===== config.mk =====
export PLATFORM = sky130hd
export DESIGN_NAME = light_morse_decoder_flat
export DESIGN_NICKNAME = d
export VERILOG_FILES = /design/src/rtl/lmd_pkg.sv /design/src/rtl/lmd_if.sv /design/src/rtl/lmd_front.sv /design/src/rtl/lmd_fifo.sv /design/src/rtl/lmd_back.sv /design/src/rtl/light_morse_decoder.sv /design/src/flat_wrapper.sv
export SDC_FILE = /design/constraint.sdc
export NUM_CORES = 1
export LEC_CHECK = 0
export BUFFER_PORTS_ARGS = -buffer_cell sky130_fd_sc_hd__buf_2
export CAP_MARGIN = 20
export CORE_UTILIZATION = 55
export DETAILED_ROUTE_END_ITERATION = 16
export PLACE_DENSITY = 0.73
export SYNTH_ARGS = -nofsm -noshare
export SYNTH_HDL_FRONTEND = slang
export SYNTH_SLANG_ARGS = --single-unit

===== constraint.sdc =====
create_clock -name clk -period 9.3 [get_ports clk]
set_input_delay 0.465 -clock clk [delete_from_list [all_inputs] [get_ports clk]]
set_output_delay 0.465 -clock clk [all_outputs]
set_load 0.01 [all_outputs]

===== src/rtl/lmd_pkg.sv =====
// Shared constants, types and the Morse pattern table for the light Morse decoder.
`timescale 1ns / 1ps

package lmd_pkg;

  localparam int MAX_ELEMENTS = 5;
  localparam int COUNT_WIDTH  = 16;
  localparam int LEN_W        = $clog2(MAX_ELEMENTS + 2);
  localparam int OVF_LEN      = MAX_ELEMENTS + 1;
  localparam int NUM_CODES    = 37;
  localparam int CODE_W       = 6;
  localparam int SAMPLE_W     = 12;
  localparam int THRESH_W     = 12;
  localparam int UNIT_W       = 12;
  localparam int FLUSH_W      = 16;
  localparam int THREE_W      = UNIT_W + 2;
  localparam int SEVEN_W      = UNIT_W + 3;
  localparam int CMP_W        = COUNT_WIDTH + 3;
  localparam int FL_CMP_W     = (COUNT_WIDTH > FLUSH_W) ? COUNT_WIDTH : FLUSH_W;
  localparam int CFG_IDX_W    = 2;
  localparam int CFG_DATA_W   = 16;
  localparam int FIFO_DEPTH   = 4;
  localparam int FIFO_PTR_W   = $clog2(FIFO_DEPTH);
  localparam int FIFO_CNT_W   = $clog2(FIFO_DEPTH + 1);

  localparam logic [CFG_IDX_W-1:0] REG_THRESHOLD = 2'd0;
  localparam logic [CFG_IDX_W-1:0] REG_UNIT      = 2'd1;
  localparam logic [CFG_IDX_W-1:0] REG_FLUSH     = 2'd2;

  localparam logic [CODE_W-1:0] SPACE_CODE = 6'd26;

  localparam logic [THRESH_W-1:0] THRESH_RESET = 12'd100;
  localparam logic [UNIT_W-1:0]   UNIT_RESET   = 12'd20;
  localparam logic [FLUSH_W-1:0]  FLUSH_RESET  = 16'd600;

  typedef logic [CODE_W-1:0] code_t;

  typedef struct packed {
    logic  two;
    code_t first;
    code_t second;
  } word_t;

  typedef struct packed {
    logic  hit;
    code_t code;
  } lookup_t;

  localparam logic [2:0] CODE_LEN [NUM_CODES] = '{
    3'd2, 3'd4, 3'd4, 3'd3, 3'd1, 3'd4, 3'd3, 3'd4, 3'd2, 3'd4,
    3'd3, 3'd4, 3'd2, 3'd2, 3'd3, 3'd4, 3'd4, 3'd3, 3'd3, 3'd1,
    3'd3, 3'd4, 3'd3, 3'd4, 3'd4, 3'd4, 3'd0,
    3'd5, 3'd5, 3'd5, 3'd5, 3'd5, 3'd5, 3'd5, 3'd5, 3'd5, 3'd5
  };

  localparam logic [4:0] CODE_BITS [NUM_CODES] = '{
    5'd1, 5'd8, 5'd10, 5'd4, 5'd0, 5'd2, 5'd6, 5'd0, 5'd0, 5'd7,
    5'd5, 5'd4, 5'd3, 5'd2, 5'd7, 5'd6, 5'd13, 5'd2, 5'd0, 5'd1,
    5'd1, 5'd1, 5'd3, 5'd9, 5'd11, 5'd12, 5'd0,
    5'd15, 5'd7, 5'd3, 5'd1, 5'd0, 5'd16, 5'd24, 5'd28, 5'd30, 5'd31
  };

  function automatic lookup_t lookup(input logic [LEN_W-1:0] len,
                                     input logic [MAX_ELEMENTS-1:0] pat);
    lookup_t r;
    r = '0;
    if (len != '0 && len <= LEN_W'(MAX_ELEMENTS)) begin
      for (int k = NUM_CODES - 1; k >= 0; k--) begin
        if (len == LEN_W'(CODE_LEN[k]) && pat == MAX_ELEMENTS'(CODE_BITS[k])) begin
          r.hit  = 1'b1;
          r.code = CODE_W'(k);
        end
      end
    end
    return r;
  endfunction

endpackage


===== src/rtl/lmd_if.sv =====
// Handshake interfaces for the sample, character and configuration channels.
`timescale 1ns / 1ps

interface lmd_in_if;
  logic                          valid;
  logic                          ready;
  logic [lmd_pkg::SAMPLE_W-1:0]  light_sample;
  modport source (output valid, output light_sample, input ready);
  modport sink   (input valid, input light_sample, output ready);
endinterface

interface lmd_out_if;
  logic                        valid;
  logic                        ready;
  logic [lmd_pkg::CODE_W-1:0]  char_code;
  logic                        last;
  modport source (output valid, output char_code, output last, input ready);
  modport sink   (input valid, input char_code, input last, output ready);
endinterface

interface lmd_cfg_if;
  logic                            valid;
  logic                            ready;
  logic [lmd_pkg::CFG_IDX_W-1:0]   index;
  logic [lmd_pkg::CFG_DATA_W-1:0]  data;
  modport source (output valid, output index, output data, input ready);
  modport sink   (input valid, input index, input data, output ready);
endinterface


===== src/rtl/lmd_front.sv =====
// Sample classifier: threshold, run counting, element shifting and letter lookup.
`timescale 1ns / 1ps

module lmd_front (
  input  logic                clk,
  input  logic                rst_n,
  lmd_in_if.sink              in_s,
  lmd_cfg_if.sink             cfg_s,
  input  logic                q_full,
  output logic                push,
  output lmd_pkg::word_t      push_word
);

  logic [lmd_pkg::THRESH_W-1:0]     thr_r;
  logic [lmd_pkg::FLUSH_W-1:0]      flush_r;
  logic [lmd_pkg::THREE_W-1:0]      three_r;
  logic [lmd_pkg::SEVEN_W-1:0]      seven_r;

  logic                             lio_r, lio_nxt;
  logic                             off_r, off_nxt;
  logic [lmd_pkg::COUNT_WIDTH-1:0]  run_r, run_nxt;
  logic [lmd_pkg::MAX_ELEMENTS-1:0] pat_r, pat_nxt;
  logic [lmd_pkg::LEN_W-1:0]        len_r, len_nxt;

  logic                             fire;
  logic                             on;
  logic                             gt3, gt7;
  logic                             end_req, space;
  logic [lmd_pkg::MAX_ELEMENTS-1:0] sel_pat;
  logic [lmd_pkg::LEN_W-1:0]        sel_len;
  lmd_pkg::lookup_t                 hit;
  logic                             letter;
  logic [lmd_pkg::UNIT_W-1:0]       cfg_unit;

  assign in_s.ready  = ~q_full;
  assign cfg_s.ready = 1'b1;
  assign fire        = in_s.valid & ~q_full;
  assign cfg_unit    = cfg_s.data[lmd_pkg::UNIT_W-1:0];

  always_ff @(posedge clk) begin
    if (!rst_n) begin
      thr_r   <= lmd_pkg::THRESH_RESET;
      flush_r <= lmd_pkg::FLUSH_RESET;
      three_r <= lmd_pkg::THREE_W'(lmd_pkg::UNIT_RESET) * lmd_pkg::THREE_W'(3);
      seven_r <= lmd_pkg::SEVEN_W'(lmd_pkg::UNIT_RESET) * lmd_pkg::SEVEN_W'(7);
    end else if (cfg_s.valid) begin
      case (cfg_s.index)
        lmd_pkg::REG_THRESHOLD: begin
          thr_r <= cfg_s.data[lmd_pkg::THRESH_W-1:0];
        end
        lmd_pkg::REG_UNIT: begin
          three_r <= {cfg_unit, 1'b0} + lmd_pkg::THREE_W'(cfg_unit);
          seven_r <= {cfg_unit, 2'b0} + {1'b0, cfg_unit, 1'b0}
                     + lmd_pkg::SEVEN_W'(cfg_unit);
        end
        lmd_pkg::REG_FLUSH: begin
          flush_r <= cfg_s.data[lmd_pkg::FLUSH_W-1:0];
        end
        default: begin
        end
      endcase
    end
  end

  always_ff @(posedge clk) begin
    if (!rst_n) begin
      lio_r <= 1'b0;
      off_r <= 1'b0;
      run_r <= '0;
      pat_r <= '0;
      len_r <= '0;
    end else begin
      lio_r <= lio_nxt;
      off_r <= off_nxt;
      run_r <= run_nxt;
      pat_r <= pat_nxt;
      len_r <= len_nxt;
    end
  end

  assign on  = in_s.light_sample > thr_r;
  assign gt3 = lmd_pkg::CMP_W'(run_r) > lmd_pkg::CMP_W'(three_r);
  assign gt7 = lmd_pkg::CMP_W'(run_r) > lmd_pkg::CMP_W'(seven_r);

  always_comb begin
    lio_nxt = lio_r;
    off_nxt = off_r;
    run_nxt = run_r;
    pat_nxt = pat_r;
    len_nxt = len_r;
    sel_pat = pat_r;
    sel_len = len_r;
    end_req = 1'b0;
    space   = 1'b0;
    if (fire) begin
      if (on != lio_r) begin
        if (on) begin
          if (off_r && gt3) begin
            end_req = 1'b1;
            space   = gt7;
            pat_nxt = '0;
            len_nxt = '0;
          end
          off_nxt = 1'b0;
        end else begin
          if (len_r < lmd_pkg::LEN_W'(lmd_pkg::MAX_ELEMENTS)) begin
            pat_nxt = {pat_r[lmd_pkg::MAX_ELEMENTS-2:0], gt3};
            len_nxt = len_r + 1'b1;
          end else begin
            len_nxt = lmd_pkg::LEN_W'(lmd_pkg::OVF_LEN);
          end
          off_nxt = 1'b1;
        end
        lio_nxt = on;
        run_nxt = lmd_pkg::COUNT_WIDTH'(1);
      end else if (run_r != '1) begin
        run_nxt = run_r + 1'b1;
      end
      if (!lio_nxt && len_nxt != '0 &&
          lmd_pkg::FL_CMP_W'(run_nxt) >= lmd_pkg::FL_CMP_W'(flush_r)) begin
        end_req = 1'b1;
        sel_pat = pat_nxt;
        sel_len = len_nxt;
        pat_nxt = '0;
        len_nxt = '0;
        off_nxt = 1'b0;
      end
    end
  end

  assign hit    = lmd_pkg::lookup(sel_len, sel_pat);
  assign letter = end_req & hit.hit;

  always_comb begin
    push_word = '0;
    if (letter) begin
      push_word.first  = hit.code;
      push_word.second = lmd_pkg::SPACE_CODE;
      push_word.two    = space;
    end else begin
      push_word.first  = lmd_pkg::SPACE_CODE;
    end
  end

  assign push = fire & (letter | space);

endmodule


===== src/rtl/lmd_fifo.sv =====
// Short queue of result words between the classifier and the output stage.
`timescale 1ns / 1ps

module lmd_fifo (
  input  logic             clk,
  input  logic             rst_n,
  input  logic             push,
  input  lmd_pkg::word_t   push_word,
  input  logic             pop,
  output logic             full,
  output logic             nonempty,
  output lmd_pkg::word_t   head
);

  lmd_pkg::word_t                    mem [lmd_pkg::FIFO_DEPTH];
  logic [lmd_pkg::FIFO_PTR_W-1:0]    wr_r, rd_r;
  logic [lmd_pkg::FIFO_CNT_W-1:0]    cnt_r;

  assign full     = cnt_r == lmd_pkg::FIFO_CNT_W'(lmd_pkg::FIFO_DEPTH);
  assign nonempty = cnt_r != '0;
  assign head     = mem[rd_r];

  always_ff @(posedge clk) begin
    if (push) begin
      mem[wr_r] <= push_word;
    end
  end

  always_ff @(posedge clk) begin
    if (!rst_n) begin
      wr_r  <= '0;
      rd_r  <= '0;
      cnt_r <= '0;
    end else begin
      if (push) begin
        wr_r <= wr_r + 1'b1;
      end
      if (pop) begin
        rd_r <= rd_r + 1'b1;
      end
      if (push && !pop) begin
        cnt_r <= cnt_r + 1'b1;
      end else if (pop && !push) begin
        cnt_r <= cnt_r - 1'b1;
      end
    end
  end

endmodule


===== src/rtl/lmd_back.sv =====
// Output stage: unpacks queued words into one character per handshake.
`timescale 1ns / 1ps

module lmd_back (
  input  logic             clk,
  input  logic             rst_n,
  input  logic             q_nonempty,
  input  lmd_pkg::word_t   q_head,
  output logic             pop,
  lmd_out_if.source        out_s
);

  logic            hold_valid_r;
  lmd_pkg::word_t  hold_r;
  logic            second_r;
  logic            is_last;
  logic            take;

  assign is_last         = ~hold_r.two | second_r;
  assign take            = out_s.ready & hold_valid_r;
  assign pop             = q_nonempty & (~hold_valid_r | (take & is_last));
  assign out_s.valid     = hold_valid_r;
  assign out_s.char_code = second_r ? hold_r.second : hold_r.first;
  assign out_s.last      = is_last;

  always_ff @(posedge clk) begin
    if (pop) begin
      hold_r <= q_head;
    end
  end

  always_ff @(posedge clk) begin
    if (!rst_n) begin
      hold_valid_r <= 1'b0;
      second_r     <= 1'b0;
    end else if (pop) begin
      hold_valid_r <= 1'b1;
      second_r     <= 1'b0;
    end else if (take) begin
      if (is_last) begin
        hold_valid_r <= 1'b0;
        second_r     <= 1'b0;
      end else begin
        second_r     <= 1'b1;
      end
    end
  end

endmodule


===== src/rtl/light_morse_decoder.sv =====
// Top level of the light-pulse Morse decoder.
//
//   channel  dir  payload                    handshake
//   in_s     in   light_sample[11:0]         valid/ready
//   out_s    out  char_code[5:0], last       valid/ready
//   cfg_s    in   index[1:0], data[15:0]     valid/ready (ready always high)
//
// One sample is taken per cycle while the four-word queue has room; classification,
// run counting and table lookup finish in the cycle the sample is taken.
// A sample yields zero, one or two characters; the output stage hands out one per
// cycle while out_s.ready is high, so a letter followed by a space takes two output handshakes.
// Reset (synchronous, active low) restores register defaults and empties the queue.
// Output stalls back up through the queue into in_s.ready; no state is lost.
`timescale 1ns / 1ps

module light_morse_decoder (
  input  logic        clk,
  input  logic        rst_n,
  lmd_in_if.sink      in_s,
  lmd_out_if.source   out_s,
  lmd_cfg_if.sink     cfg_s
);

  logic            q_full;
  logic            q_nonempty;
  logic            push;
  logic            pop;
  lmd_pkg::word_t  push_word;
  lmd_pkg::word_t  q_head;

  lmd_front u_front (
    .clk       (clk),
    .rst_n     (rst_n),
    .in_s      (in_s),
    .cfg_s     (cfg_s),
    .q_full    (q_full),
    .push      (push),
    .push_word (push_word)
  );

  lmd_fifo u_fifo (
    .clk       (clk),
    .rst_n     (rst_n),
    .push      (push),
    .push_word (push_word),
    .pop       (pop),
    .full      (q_full),
    .nonempty  (q_nonempty),
    .head      (q_head)
  );

  lmd_back u_back (
    .clk        (clk),
    .rst_n      (rst_n),
    .q_nonempty (q_nonempty),
    .q_head     (q_head),
    .pop        (pop),
    .out_s      (out_s)
  );

endmodule


===== src/flat_wrapper.sv =====
// flat-port wrapper written by rule: the top's interface ports become plain ports
module light_morse_decoder_flat 
  (clk, rst_n, in_s_valid, in_s_light_sample, in_s_ready, out_s_valid, out_s_char_code, out_s_last, out_s_ready, cfg_s_valid, cfg_s_index, cfg_s_data, cfg_s_ready);
  lmd_in_if in_s_i ();
  lmd_out_if out_s_i ();
  lmd_cfg_if cfg_s_i ();
  input  logic clk;
  input  logic rst_n;
  input wire logic [$bits(in_s_i.valid)-1:0] in_s_valid;
  input wire logic [$bits(in_s_i.light_sample)-1:0] in_s_light_sample;
  output wire logic [$bits(in_s_i.ready)-1:0] in_s_ready;
  output wire logic [$bits(out_s_i.valid)-1:0] out_s_valid;
  output wire logic [$bits(out_s_i.char_code)-1:0] out_s_char_code;
  output wire logic [$bits(out_s_i.last)-1:0] out_s_last;
  input wire logic [$bits(out_s_i.ready)-1:0] out_s_ready;
  input wire logic [$bits(cfg_s_i.valid)-1:0] cfg_s_valid;
  input wire logic [$bits(cfg_s_i.index)-1:0] cfg_s_index;
  input wire logic [$bits(cfg_s_i.data)-1:0] cfg_s_data;
  output wire logic [$bits(cfg_s_i.ready)-1:0] cfg_s_ready;
  assign in_s_i.valid = in_s_valid;
  assign in_s_i.light_sample = in_s_light_sample;
  assign in_s_ready = in_s_i.ready;
  assign out_s_valid = out_s_i.valid;
  assign out_s_char_code = out_s_i.char_code;
  assign out_s_last = out_s_i.last;
  assign out_s_i.ready = out_s_ready;
  assign cfg_s_i.valid = cfg_s_valid;
  assign cfg_s_i.index = cfg_s_index;
  assign cfg_s_i.data = cfg_s_data;
  assign cfg_s_ready = cfg_s_i.ready;
  light_morse_decoder u_core (.clk(clk), .rst_n(rst_n), .in_s(in_s_i), .out_s(out_s_i), .cfg_s(cfg_s_i));
endmodule

* Yosys cells after proc, flatten, opt, wreduce, memory -nomap -nowiden
Memories as Yosys holds them, arrays and structs flattened. A register that Yosys moved wholly into a read port is not among the register bits.
Index checks and enable logic that the tools add are counted.
** Word-level totals
- Output and inout port bits :: 10
- Input port bits :: 35
- Memory bits (read-only) :: 0
- Memories kept :: 1
- Latch bits :: 0
- Memory bits (writable) :: 48
- Flip-flop bits (word level) :: 98
** Cells by class
- Divide/modulo/power cells :: 0
- Multiplexer cells :: 82
- Shift operators :: 0
- Equal/unequal tests :: 29
- Bitwise operators :: 13
- Reduce and logical (&&, ||, !) cells :: 62
- Order comparisons :: 6
- Multiply operators :: 0
- Add/subtract/negate cells :: 9
** Memories
- u_core.u_fifo.mem :: depth 4, bits a word 12, rd ports 1, clocked after Yosys merged registers in 1, wr ports 1, RTL line lmd_fifo.sv:15 : lmd_pkg::word_t mem [lmd_pkg::FIFO_DEPTH];
** Operator list (number)
- 2-to-1 mux 7 bit :: 38
- 2-to-1 mux 16 bit :: 3
- logical AND 1 bit :: 43
- 2-to-1 mux 5 bit :: 8
- == test 5 x 4 -> 1 bit (second input constant) :: 7
- 2-to-1 mux 3 bit :: 10
- == test 5 bit (second input constant) :: 5
- 2-to-1 mux 1 bit :: 21
- == test 5 x 3 -> 1 bit (second input constant) :: 4
- adder 16 x 1 -> 16 bit (second input constant) :: 1
- greater-or-equal comparator 16 bit :: 1
- greater-than comparator 16 x 14 -> 1 bit :: 1
- greater-than comparator 16 x 15 -> 1 bit :: 1
- inequality test 16 bit (second input constant) :: 1
- adder 14 x 13 -> 15 bit :: 1
- adder 15 x 12 -> 15 bit :: 1
- adder 13 x 12 -> 14 bit :: 1
- greater-than comparator 12 bit :: 1
- 2-to-1 mux 6 bit :: 2
- == test 5 x 2 -> 1 bit (second input constant) :: 2
- AND reduction 2 bit :: 5
- == test 3 bit (second input constant) :: 3
- nonzero test 3 bit :: 3
- nonzero test 2 bit :: 4
- other kinds (19) :: 34

* Logic depth before layout (Yosys ltp)
Gate-level depths: netlist of run 1.
- Depth after elaboration :: 58
- Gate-level depth with buffers :: 34
- Depth with buffers taken out :: 31

* Cells and area by module
A second synthesis of run 1 with hierarchy kept.
** Unflattened totals
- Cells, all modules :: 1175
- Area, all modules :: 10655.2 µm²
** By module, submodules not included
- lmd_front :: area an instance 7743.7 µm², cells each 1034, times used 1
- lmd_fifo :: area an instance 2328.5 µm², cells each 110, times used 1
- lmd_back :: area an instance 583.1 µm², cells each 31, times used 1

* Worst setup path after synthesis of run 1
No wires, ideal clock.
- Path type :: in2reg
- Start point :: in in_s_light_sample[7]
- End point :: reg u_core.u_fifo.cnt_r[2] in the netlist's numbering
- Required time :: 9224 ps
- Slack :: 2223 ps
- Data arrival time :: 7001 ps
- Stages on the path :: 33
- Path through :: ha_1 -> a21oi_1 -> o21ai_1 -> a221o_1 -> o22ai_4 -> inv_2 -> ha_1 -> buf_2 -> inv_1 -> clkbuf_1 -> clkbuf_1 -> nor2_1 -> ha_1 -> a21oi_1 -> nor2_1 -> a211o_1 -> a32o_1 -> nor2_4 -> nor3_2 -> buf_2 -> or4_1 -> o211ai_2 -> o221ai_2 -> nor4_4 -> nand4_2 -> a21oi_4 -> inv_1 -> ha_1 -> inv_1 -> fa_1 -> xor2_1 -> or3_1 -> a21boi_0
** Between the ends
- Cells in the longest elaborated chain, start to end :: 55
- Elaborated cells on any way between the ends :: 139
- Those cells by class :: 3 x order compare; 25 x eq/ne; 59 x mux; 3 x bitwise; 49 x reduce/logical
** RTL lines
- start, declared :: RTL line flat_wrapper.sv:10 : input wire logic [$bits(in_s_i.light_sample)-1:0] in_s_light_sample;
- greater-than comparator 12 bit * :: RTL line lmd_front.sv:81 : assign on = in_s.light_sample > thr_r;
- branches (longest 49 deep; another with greater-or-equal comparator 16 bit)
- bitwise OR 1 bit * :: RTL line lmd_front.sv:145 : assign push = fire & (letter | space);
- bitwise AND 1 bit * :: RTL line lmd_front.sv:145
- via u_core.push :: RTL line light_morse_decoder.sv:26 : logic push;
- logical NOT 1 bit :: RTL line lmd_fifo.sv:43 : end else if (pop && !push) begin
- logical AND 1 bit :: RTL line lmd_fifo.sv:43
- nonzero test 2 bit (no line)
- end signal, assigned :: RTL line lmd_fifo.sv:42 : cnt_r <= cnt_r + 1'b1;
- end signal, assigned :: RTL line lmd_fifo.sv:44 : cnt_r <= cnt_r - 1'b1;
- end, declared :: RTL line lmd_fifo.sv:17 : logic [lmd_pkg::FIFO_CNT_W-1:0] cnt_r;
Mark *: on every way through the listed nets, which the timed path passes. The select of a mux whose other input is x is not followed.
A chain may end at the register's enable or synchronous reset.

* Worst setup path in the final report of run 1
- Start point :: reg u_core.u_front.thr_r[7] in the netlist's numbering
- End point :: reg u_core.u_fifo.cnt_r[2] in the netlist's numbering
** Between the ends
- Cells in the longest elaborated chain, start to end :: 55
- Elaborated cells on any way between the ends :: 139
- Those cells by class :: 3 x order compare; 25 x eq/ne; 59 x mux; 3 x bitwise; 49 x reduce/logical
** RTL lines
- start, declared :: RTL line lmd_front.sv:14 : logic [lmd_pkg::THRESH_W-1:0] thr_r;
- start signal, assigned :: RTL line lmd_front.sv:42 : thr_r <= lmd_pkg::THRESH_RESET;
- start signal, assigned :: RTL line lmd_front.sv:49 : thr_r <= cfg_s.data[lmd_pkg::THRESH_W-1:0];
- greater-than comparator 12 bit * :: RTL line lmd_front.sv:81
- branches (longest 49 deep; another with greater-or-equal comparator 16 bit)
- bitwise OR 1 bit * :: RTL line lmd_front.sv:145
- bitwise AND 1 bit * :: RTL line lmd_front.sv:145
- via u_core.push :: RTL line light_morse_decoder.sv:26
- logical NOT 1 bit :: RTL line lmd_fifo.sv:43
- logical AND 1 bit :: RTL line lmd_fifo.sv:43
- nonzero test 2 bit (no line)
Marked as above.

==> flow_summary.yaml, run 1 <==
die:
  core_area_mm2: 0.0173
  fp.dieW_um: 135
  die_y_um: 135
  start_util: 0.563
  num_io_pins: 45
  die-area_mm2: 0.0182
  rows: 48
drt:
  dr.pass1.iters: 5
  finalWirelength_um: 24400
  drc: 0
  routedWlPerCell_um: 17.6
  detail_route.iter0.violations: 614
  num_vias: 8246
  vias_per_cell: 5.96
  antenna_left: 0
logic_synthesis:
  syn_inst: 1124
  synthArstFlopShare: 0
  synthTopCellsByArea: "dfxtp_1, edfxtp_1, ha_1"
  ys.flop_type: "dfxtp_1"
  synth_cell_types: 99
  ys_warn_count: 0
  syn_nets: 1262
  synth_top_area_frac: 0.185
  synthesis.area_mm2: 0.00973
  synth_edf_count: 40
  ys_seq_area_frac: 0.309
  yosys.area.top_type: "dfxtp_1"
  syn_area_per_cell_um2: 8.66
  ys_seq_elements: 130
timing:
  min_period_ps: 7720
  worst_slack_ps: 1580
  slew_viol_final: 0
  post-route-period-util: 0.830
  fin_setup_tns_ps: 0
  finalSetupViolCount: 0
  fmax_mhz: 130
  fin_skew_ps: 12.0
  rsz0062_at_grt: "no"
  relSlewSlack: 0.244
  hold_viol_final: 0
  worstMarginPinSlew_ps: 1110
finish:
  diodes: 0
  final_layout_size_suffix_gt1_frac: 0.124
  area_delta_synth_final_pct: 9.51
  mostFrequentLayoutCells: "nand2_1, inv_1, dfxtp_1"
  num-nets-final: 1284
  final_common_cell: "nand2_1"
  post-route-util: 0.616
  fillers: 1526
  post-route-cell-area_mm2: 0.0107
place:
  port_buffers: 43
  placed_area_mm2: 0.0101
  dpl.hpwl_um: 17900
  dp_slack_ps: 1490
  routabilityCongestion: 0.907
clock_network:
  cts_setup_buffers: 0
  htree_levels: 4
  cts_buffer_depth: 2
  clock_sinks: 130
  postCtsHoldBufs: 0
  clkLatencyLatePin_ps: 430
  clk_pin_slew_worst_paths_ps: 70
  root_buffer: "clkbuf_16"
  cts.repair.resized: 0
  cts_inserted_buffers: 17
  cts_tree: "done"
pwr:
  power_mw: 1.71
  peakVddDrop_uv: 142
  p_per_area_mw_per_mm2: 161
  p_leak_nw: 4.42
setup_path:
  rr_worst_depth: 30
  cp.arrival_ps: 8070
  path_class: "flip-flop to flip-flop"
  r2r-start: "u_core.u_front.thr_r[7]$_SDFFE_PN0P_"
  critPathBufInv: 5
  regToRegEndpoint: "u_core.u_fifo.cnt_r[2]$_SDFFE_PN0P_"
  critPathMaxFanout: 20
  cp_top_family: "compound AO/OA/AOI/OAI gates"
  critical_path_required_ps: 9650
  cp_slowest_cell: "a21oi_1"
  r2r_slack_ps: 1580
  start_kind: "flip-flop"
  slowest_delay_ps: 690
  cp-startpoint: "u_core.u_front.thr_r[7]$_SDFFE_PN0P_"
  end_kind: "flip-flop"
min_path:
  whs_endpoint: "u_core.u_front.flush_r[13]$_SDFFE_PN0P_"
  hold_depth: 3
  hold_class: "input pin to flip-flop"
  min_from: "cfg_s_data[13]"
grt:
  gr-total-overflow: 0
  grtUsageTotal: 0.283
  grt_max_degree: 94
  grt_pass1_wl_um: 40100
  grt_antenna_before_repair: 0
  grt_pass1_vias: 7914
flow_run:
  max-cap-violations: 0
outcome:
  outcome: "complete, no violations"
[state kept, by name, indices dropped and copies added, names as in the netlist, 3 cells and up]
register / count
u_core.u_front.three_r: 14
u_core.u_front.seven_r: 13
u_core.u_fifo.mem: 32
u_core.u_front.run_r: 16
u_core.u_back.hold_r: 8
u_core.u_fifo.cnt_r: 3
u_core.u_front.pat_r: 5
u_core.u_front.flush_r: 16
u_core.u_front.thr_r: 12
u_core.u_front.len_r: 3
[worst max path at each step]
stage / slack (ps) / to / depth (start not counted)
finish: 1580 / u_core.u_fifo.cnt_r[2]$_SDFFE_PN0P_ / 30
global route: 1080 / u_core.u_fifo.cnt_r[2]$_SDFFE_PN0P_ / 30
CTS: 1670 / u_core.u_fifo.cnt_r[2]$_SDFFE_PN0P_ / 30
detailed placement: 1490 / u_core.u_fifo.cnt_r[2]$_SDFFE_PN0P_ / 30
global placement: 1750 / u_core.u_fifo.cnt_r[2]$_SDFFE_PN0P_ / 30
floorplan: 2220 / u_core.u_fifo.cnt_r[2]$_SDFFE_PN0P_ / 33
[synth_stat cells, drive strengths merged, types with 11 or more instances]
cell type,n
clkbuf,36
o211ai,17
nand2,166
nor2,59
buf,11
edfxtp,40
inv,100
nand3,33
a31oi,11
xor2,12
o21ai,58
ha,89
and2,23
a21boi,50
xnor2,20
a21oi,49
nor3,21
nand4,19
dfxtp,90
fa,14
nor2b,19
a21o,22
[layer usage]
metal | up-vias | track usage | wire length [um]
li1 | 4055 | - | -
met1 | 3842 | 0.390 | 11200
met2 | 302 | 0.445 | 11000
met3 | 47 | 0.0627 | 1730
met4 | 0 | 0.0824 | 392
met5 | - | 0 | 0
[worst min-delay path: cells and delay by family]
kind                   cells  cell delay [ps]
buffers and inverters      1               90
and+or+nand+nor            1               40
AOI/OAI and AO/OA          1               60
[metrics by stage]
| step | hold slack [ps] | cells |
|---|---|---|
| floorplan | 441 | 1124 |
| global placement | 455 | 1352 |
| detailed placement | 461 | 1352 |
| CTS | 281 | 1384 |
| global route | 297 | 1384 |
| finish | 285 | 1384 |
[kinds of logic after synthesis]
logic type / after synthesis / share of synthesized area
adders and majority gates: 103 / 0.143
xor gates and xnor gates: 32 / 0.0288
buffers and inverters: 147 / 0.0599
DFF: 130 / 0.309
AOI/OAI and AO/OA: 286 / 0.216
other: 1 / 0.000385
muxes: 22 / 0.0346
and+or+nand+nor: 403 / 0.209
[area by class of cell]
class / count / area (um2) / area share
Timing Repair Buffer: 50 / 268 / 0.0251
Tap cell: 225 / 282 / 0.0264
Inverter: 100 / 375 / 0.0352
Multi-Input combinational cell: 847 / 6150 / 0.577
Sequential cell: 130 / 3000 / 0.282
Clock buffer: 17 / 425 / 0.0399
Clock inverter: 15 / 159 / 0.0149
[report_power, final]
part | internal, mW | switching, mW | leakage, nW
Sequential | 0.632 | 0.0382 | 1.14
Combinational | 0.162 | 0.222 | 3.00
Clock | 0.359 | 0.298 | 0.282
Note: power is estimated with default switching activity, not from simulation.
==> run 2, diff against run 1 <==
--- a/config.mk
+++ b/config.mk
@@ -5,11 +5,12 @@
 export SDC_FILE = /design/constraint.sdc
 export NUM_CORES = 1
 export LEC_CHECK = 0
+export ABC_AREA = 1
 export BUFFER_PORTS_ARGS = -buffer_cell sky130_fd_sc_hd__buf_2
 export CAP_MARGIN = 20
 export CORE_UTILIZATION = 55
 export DETAILED_ROUTE_END_ITERATION = 16
-export PLACE_DENSITY = 0.73
+export PLACE_DENSITY = 0.76
 export SYNTH_ARGS = -nofsm -noshare
 export SYNTH_HDL_FRONTEND = slang
 export SYNTH_SLANG_ARGS = --single-unit
==> constraint.sdc (replaced) <==
create_clock -name clk -period 6.7 [get_ports clk]
set_input_delay 0.335 -clock clk [delete_from_list [all_inputs] [get_ports clk]]
set_output_delay 0.335 -clock clk [all_outputs]
set_load 0.01 [all_outputs]
==> run 2 against run 1 <==
Compared with the run above:
- core utilization rose by 1.9 points
- combinational power is 140% higher
- via count fell by 6.5%
- critical path depth grew 11
- fmax is 28% higher
- power up 65%
- sequential share of layout area rose by 1.7 points
- synthesized area is 8.4% lower
- clock-buffer cell count unchanged
- first-iteration DRC count down 16%
- worst setup slack got worse by 930 ps
- highest routed layer unchanged
- routed wire length decreased by 14%
==> flow_summary.yaml, run 2 <==
grt:
  grt_max_degree: 53
  grt_pass1_vias: 7180
  grt_antenna_before_repair: 0
  grt_pass1_wl_um: 34300
  gr-total-overflow: 0
  grtUsageTotal: 0.265
finish:
  num-nets-final: 1344
  final_layout_size_suffix_gt1_frac: 0.135
  largest_reg_flops: 32
  layout.cells.non_filler: 1435
  area_delta_synth_final_pct: 12.7
  fillers: 1372
  mostFrequentLayoutCells: "inv_1, nand2_1, a21oi_1"
  final_common_cell: "inv_1"
  diodes: 0
  top_register: "u_core.u_fifo.mem"
  top_regs: "u_core.u_fifo.mem: 32 flops, u_core.u_front.flush_r: 16 flops, u_core.u_front.run_r: 16 flops"
logic_synthesis:
  syn_inst: 1155
  synthTopCellsByArea: "dfxtp_1, edfxtp_1, ha_1"
  yosysMostFrequentCell: "inv_1"
  syn_area_per_cell_um2: 7.72
  ys.flop_type: "dfxtp_1"
  ys_seq_area_frac: 0.337
  synthArstFlopShare: 0
  synthesis.area_mm2: 0.00892
  syn_nets: 1293
  ys_warn_count: 0
  yosys.area.top_type: "dfxtp_1"
  synth_top_area_frac: 0.202
  synth_common_cells: "inv_1, nand2_1, a21oi_1"
  ys_seq_elements: 130
  synth_cell_types: 57
  synth_edf_count: 40
timing:
  whs_ps: 184
  hold_viol_final: 0
  slew_viol_final: 0
  fmax_mhz: 165
  min_period_ps: 6040
  worst_slack_ps: 656
  fin_setup_tns_ps: 0
  fin_skew_ps: 14.8
  post-route-period-util: 0.902
  relSlewSlack: 0.477
  worstMarginPinSlew_ps: 782
  rsz0062_at_grt: "no"
  finalSetupViolCount: 0
clock_network:
  cts_buffer_depth: 2
  postCtsHoldBufs: 0
  clk_pin_slew_worst_paths_ps: 70
  cts_tree: "done"
  clock_sinks: 130
  root_buffer: "clkbuf_16"
  clkLatencyLatePin_ps: 440
  cts_inserted_buffers: 17
  htree_levels: 4
flow_run:
  max-cap-violations: 0
setup_path:
  end_kind: "flip-flop"
  path_class: "flip-flop to flip-flop"
  slowest_delay_ps: 390
  critPathMaxFanout: 10
  cp.arrival_ps: 6410
  cp_slowest_cell: "dfxtp_1"
  start_kind: "flip-flop"
  r2r-start: "u_core.u_front.run_r[0]$_SDFFE_PN0P_"
  critical_path_required_ps: 7070
  rr_worst_depth: 41
  regToRegEndpoint: "u_core.u_fifo.cnt_r[2]$_SDFFE_PN0P_"
  r2r_slack_ps: 660
pwr:
  p_seq_frac: 0.349
  p_leak_nw: 4.66
  power.switching_mw: 1.08
  power.internal_mw: 1.74
  p_clk_frac: 0.322
  peakVddDrop_uv: 228
  p_sw_frac: 0.383
  p_per_area_mw_per_mm2: 281
  combPwrFrac: 0.328
  power_mw: 2.83
drt:
  num_vias: 7712
  dr.pass1.iters: 5
  antenna_left: 0
  finalWirelength_um: 20900
  drc: 0
  detail_route.iter0.violations: 516
  routedWlPerCell_um: 14.6
  vias_per_cell: 5.37
outcome:
  outcome: "complete, no violations"
min_path:
  min_from: "cfg_s_data[13]"
  hold_depth: 3
  hold_class: "input pin to flip-flop"
  whs_endpoint: "u_core.u_front.flush_r[13]$_SDFFE_PN0P_"
place:
  routabilityCongestion: 0.920
  dpl.hpwl_um: 15400
  dp.cells: 1401
  port_buffers: 43
  dp_slack_ps: 220
die:
  fp.dieW_um: 129
  core_area_mm2: 0.0158
  die_y_um: 129
  num_io_pins: 45
  die-area_mm2: 0.0167
  rows: 46
  start_util: 0.563
[run 2: changes by cell type after synthesis, moves of 21 or more]
cell / delta
a21boi_0: -50
a21oi_1: +80
and2_1: -21
inv_1: +91
nor2_1: +46
o21ai_0: +46
[run 2: repair_timing]
item | CTS | global route
setup endpoints to repair | 0 | 61
setup buffers | 0 | 2
gates resized for setup | 0 | 11
[run 2: worst max-delay path by stage]
| stage | to | cells past startpoint | slack, ps | startpoint |
|---|---|---|---|---|
| after detailed placement | u_core.u_fifo.cnt_r[2]$_SDFFE_PN0P_ | 42 | 220 | u_core.u_front.run_r[0]$_SDFFE_PN0P_ |
| after floorplan | u_core.u_fifo.cnt_r[1]$_SDFFE_PN0P_ | 40 | 1050 | in_s_light_sample[11] |
| after global placement | u_core.u_fifo.cnt_r[2]$_SDFFE_PN0P_ | 43 | 310 | u_core.u_front.run_r[0]$_SDFFE_PN0P_ |
| after CTS | u_core.u_fifo.cnt_r[2]$_SDFFE_PN0P_ | 42 | 180 | u_core.u_front.run_r[0]$_SDFFE_PN0P_ |
| after global routing | u_core.u_fifo.cnt_r[2]$_SDFFE_PN0P_ | 43 | 10 | u_core.u_front.run_r[0]$_SDFFE_PN0P_ |
| final | u_core.u_fifo.cnt_r[2]$_SDFFE_PN0P_ | 41 | 660 | u_core.u_front.run_r[0]$_SDFFE_PN0P_ |
[run 2: critical path, delay by kind of cell (launching register included)]
family,cells,cell delay [ps]
buf+inv,7,730
simple gates,24,3080
compound gates,6,750
flops,1,390
fa+ha+maj,4,1020
[run 2: area by class of cell]
type | count | area [um2] | area share
timing repair buffer | 62 | 358 | 0.0356
multi-input combinational | 794 | 5070 | 0.504
sequential | 130 | 3000 | 0.299
clock inverter | 15 | 161 | 0.0161
inverter | 201 | 766 | 0.0762
clock buffer | 17 | 425 | 0.0423
tap | 216 | 270 | 0.0269
[run 2: cell families after synthesis]
logic type	synth area share
flip-flops	0.337
adder cells (fa/ha/maj)	0.156
AO/OA/AOI/OAI	0.179
buffers and inverters	0.0995
XOR/XNOR	0.0236
other	0.000421
AND/OR/NAND/NOR	0.205
[run 2: power by group through the flow]
stage / registers, mW / clock network (mW) / logic, mW
after global placement: 0.999 / 0 / 0.890
final: 0.987 / 0.911 / 0.928
after floorplan: 0.974 / 0 / 0.698
after detailed placement: 1.00 / 0 / 0.906
after CTS: 0.986 / 0.927 / 0.918
after global routing: 1.00 / 0.964 / 1.06
[run 2: per-layer routing]
layer  GRT usage  share of wire  vias up
met4      0.0990          0.017        0
met2       0.431           0.46      185
met1       0.359           0.48     3529
met3      0.0376          0.043       32
li1            -              -     3966
met5           0              0        -
[run 2: metrics by stage]
step,util,instance area (um2)
CTS,0.631,9990
floorplan,-,8920
global placement,0.594,9410
detailed placement,0.594,9410
global route,0.635,10100
finish,0.635,10100
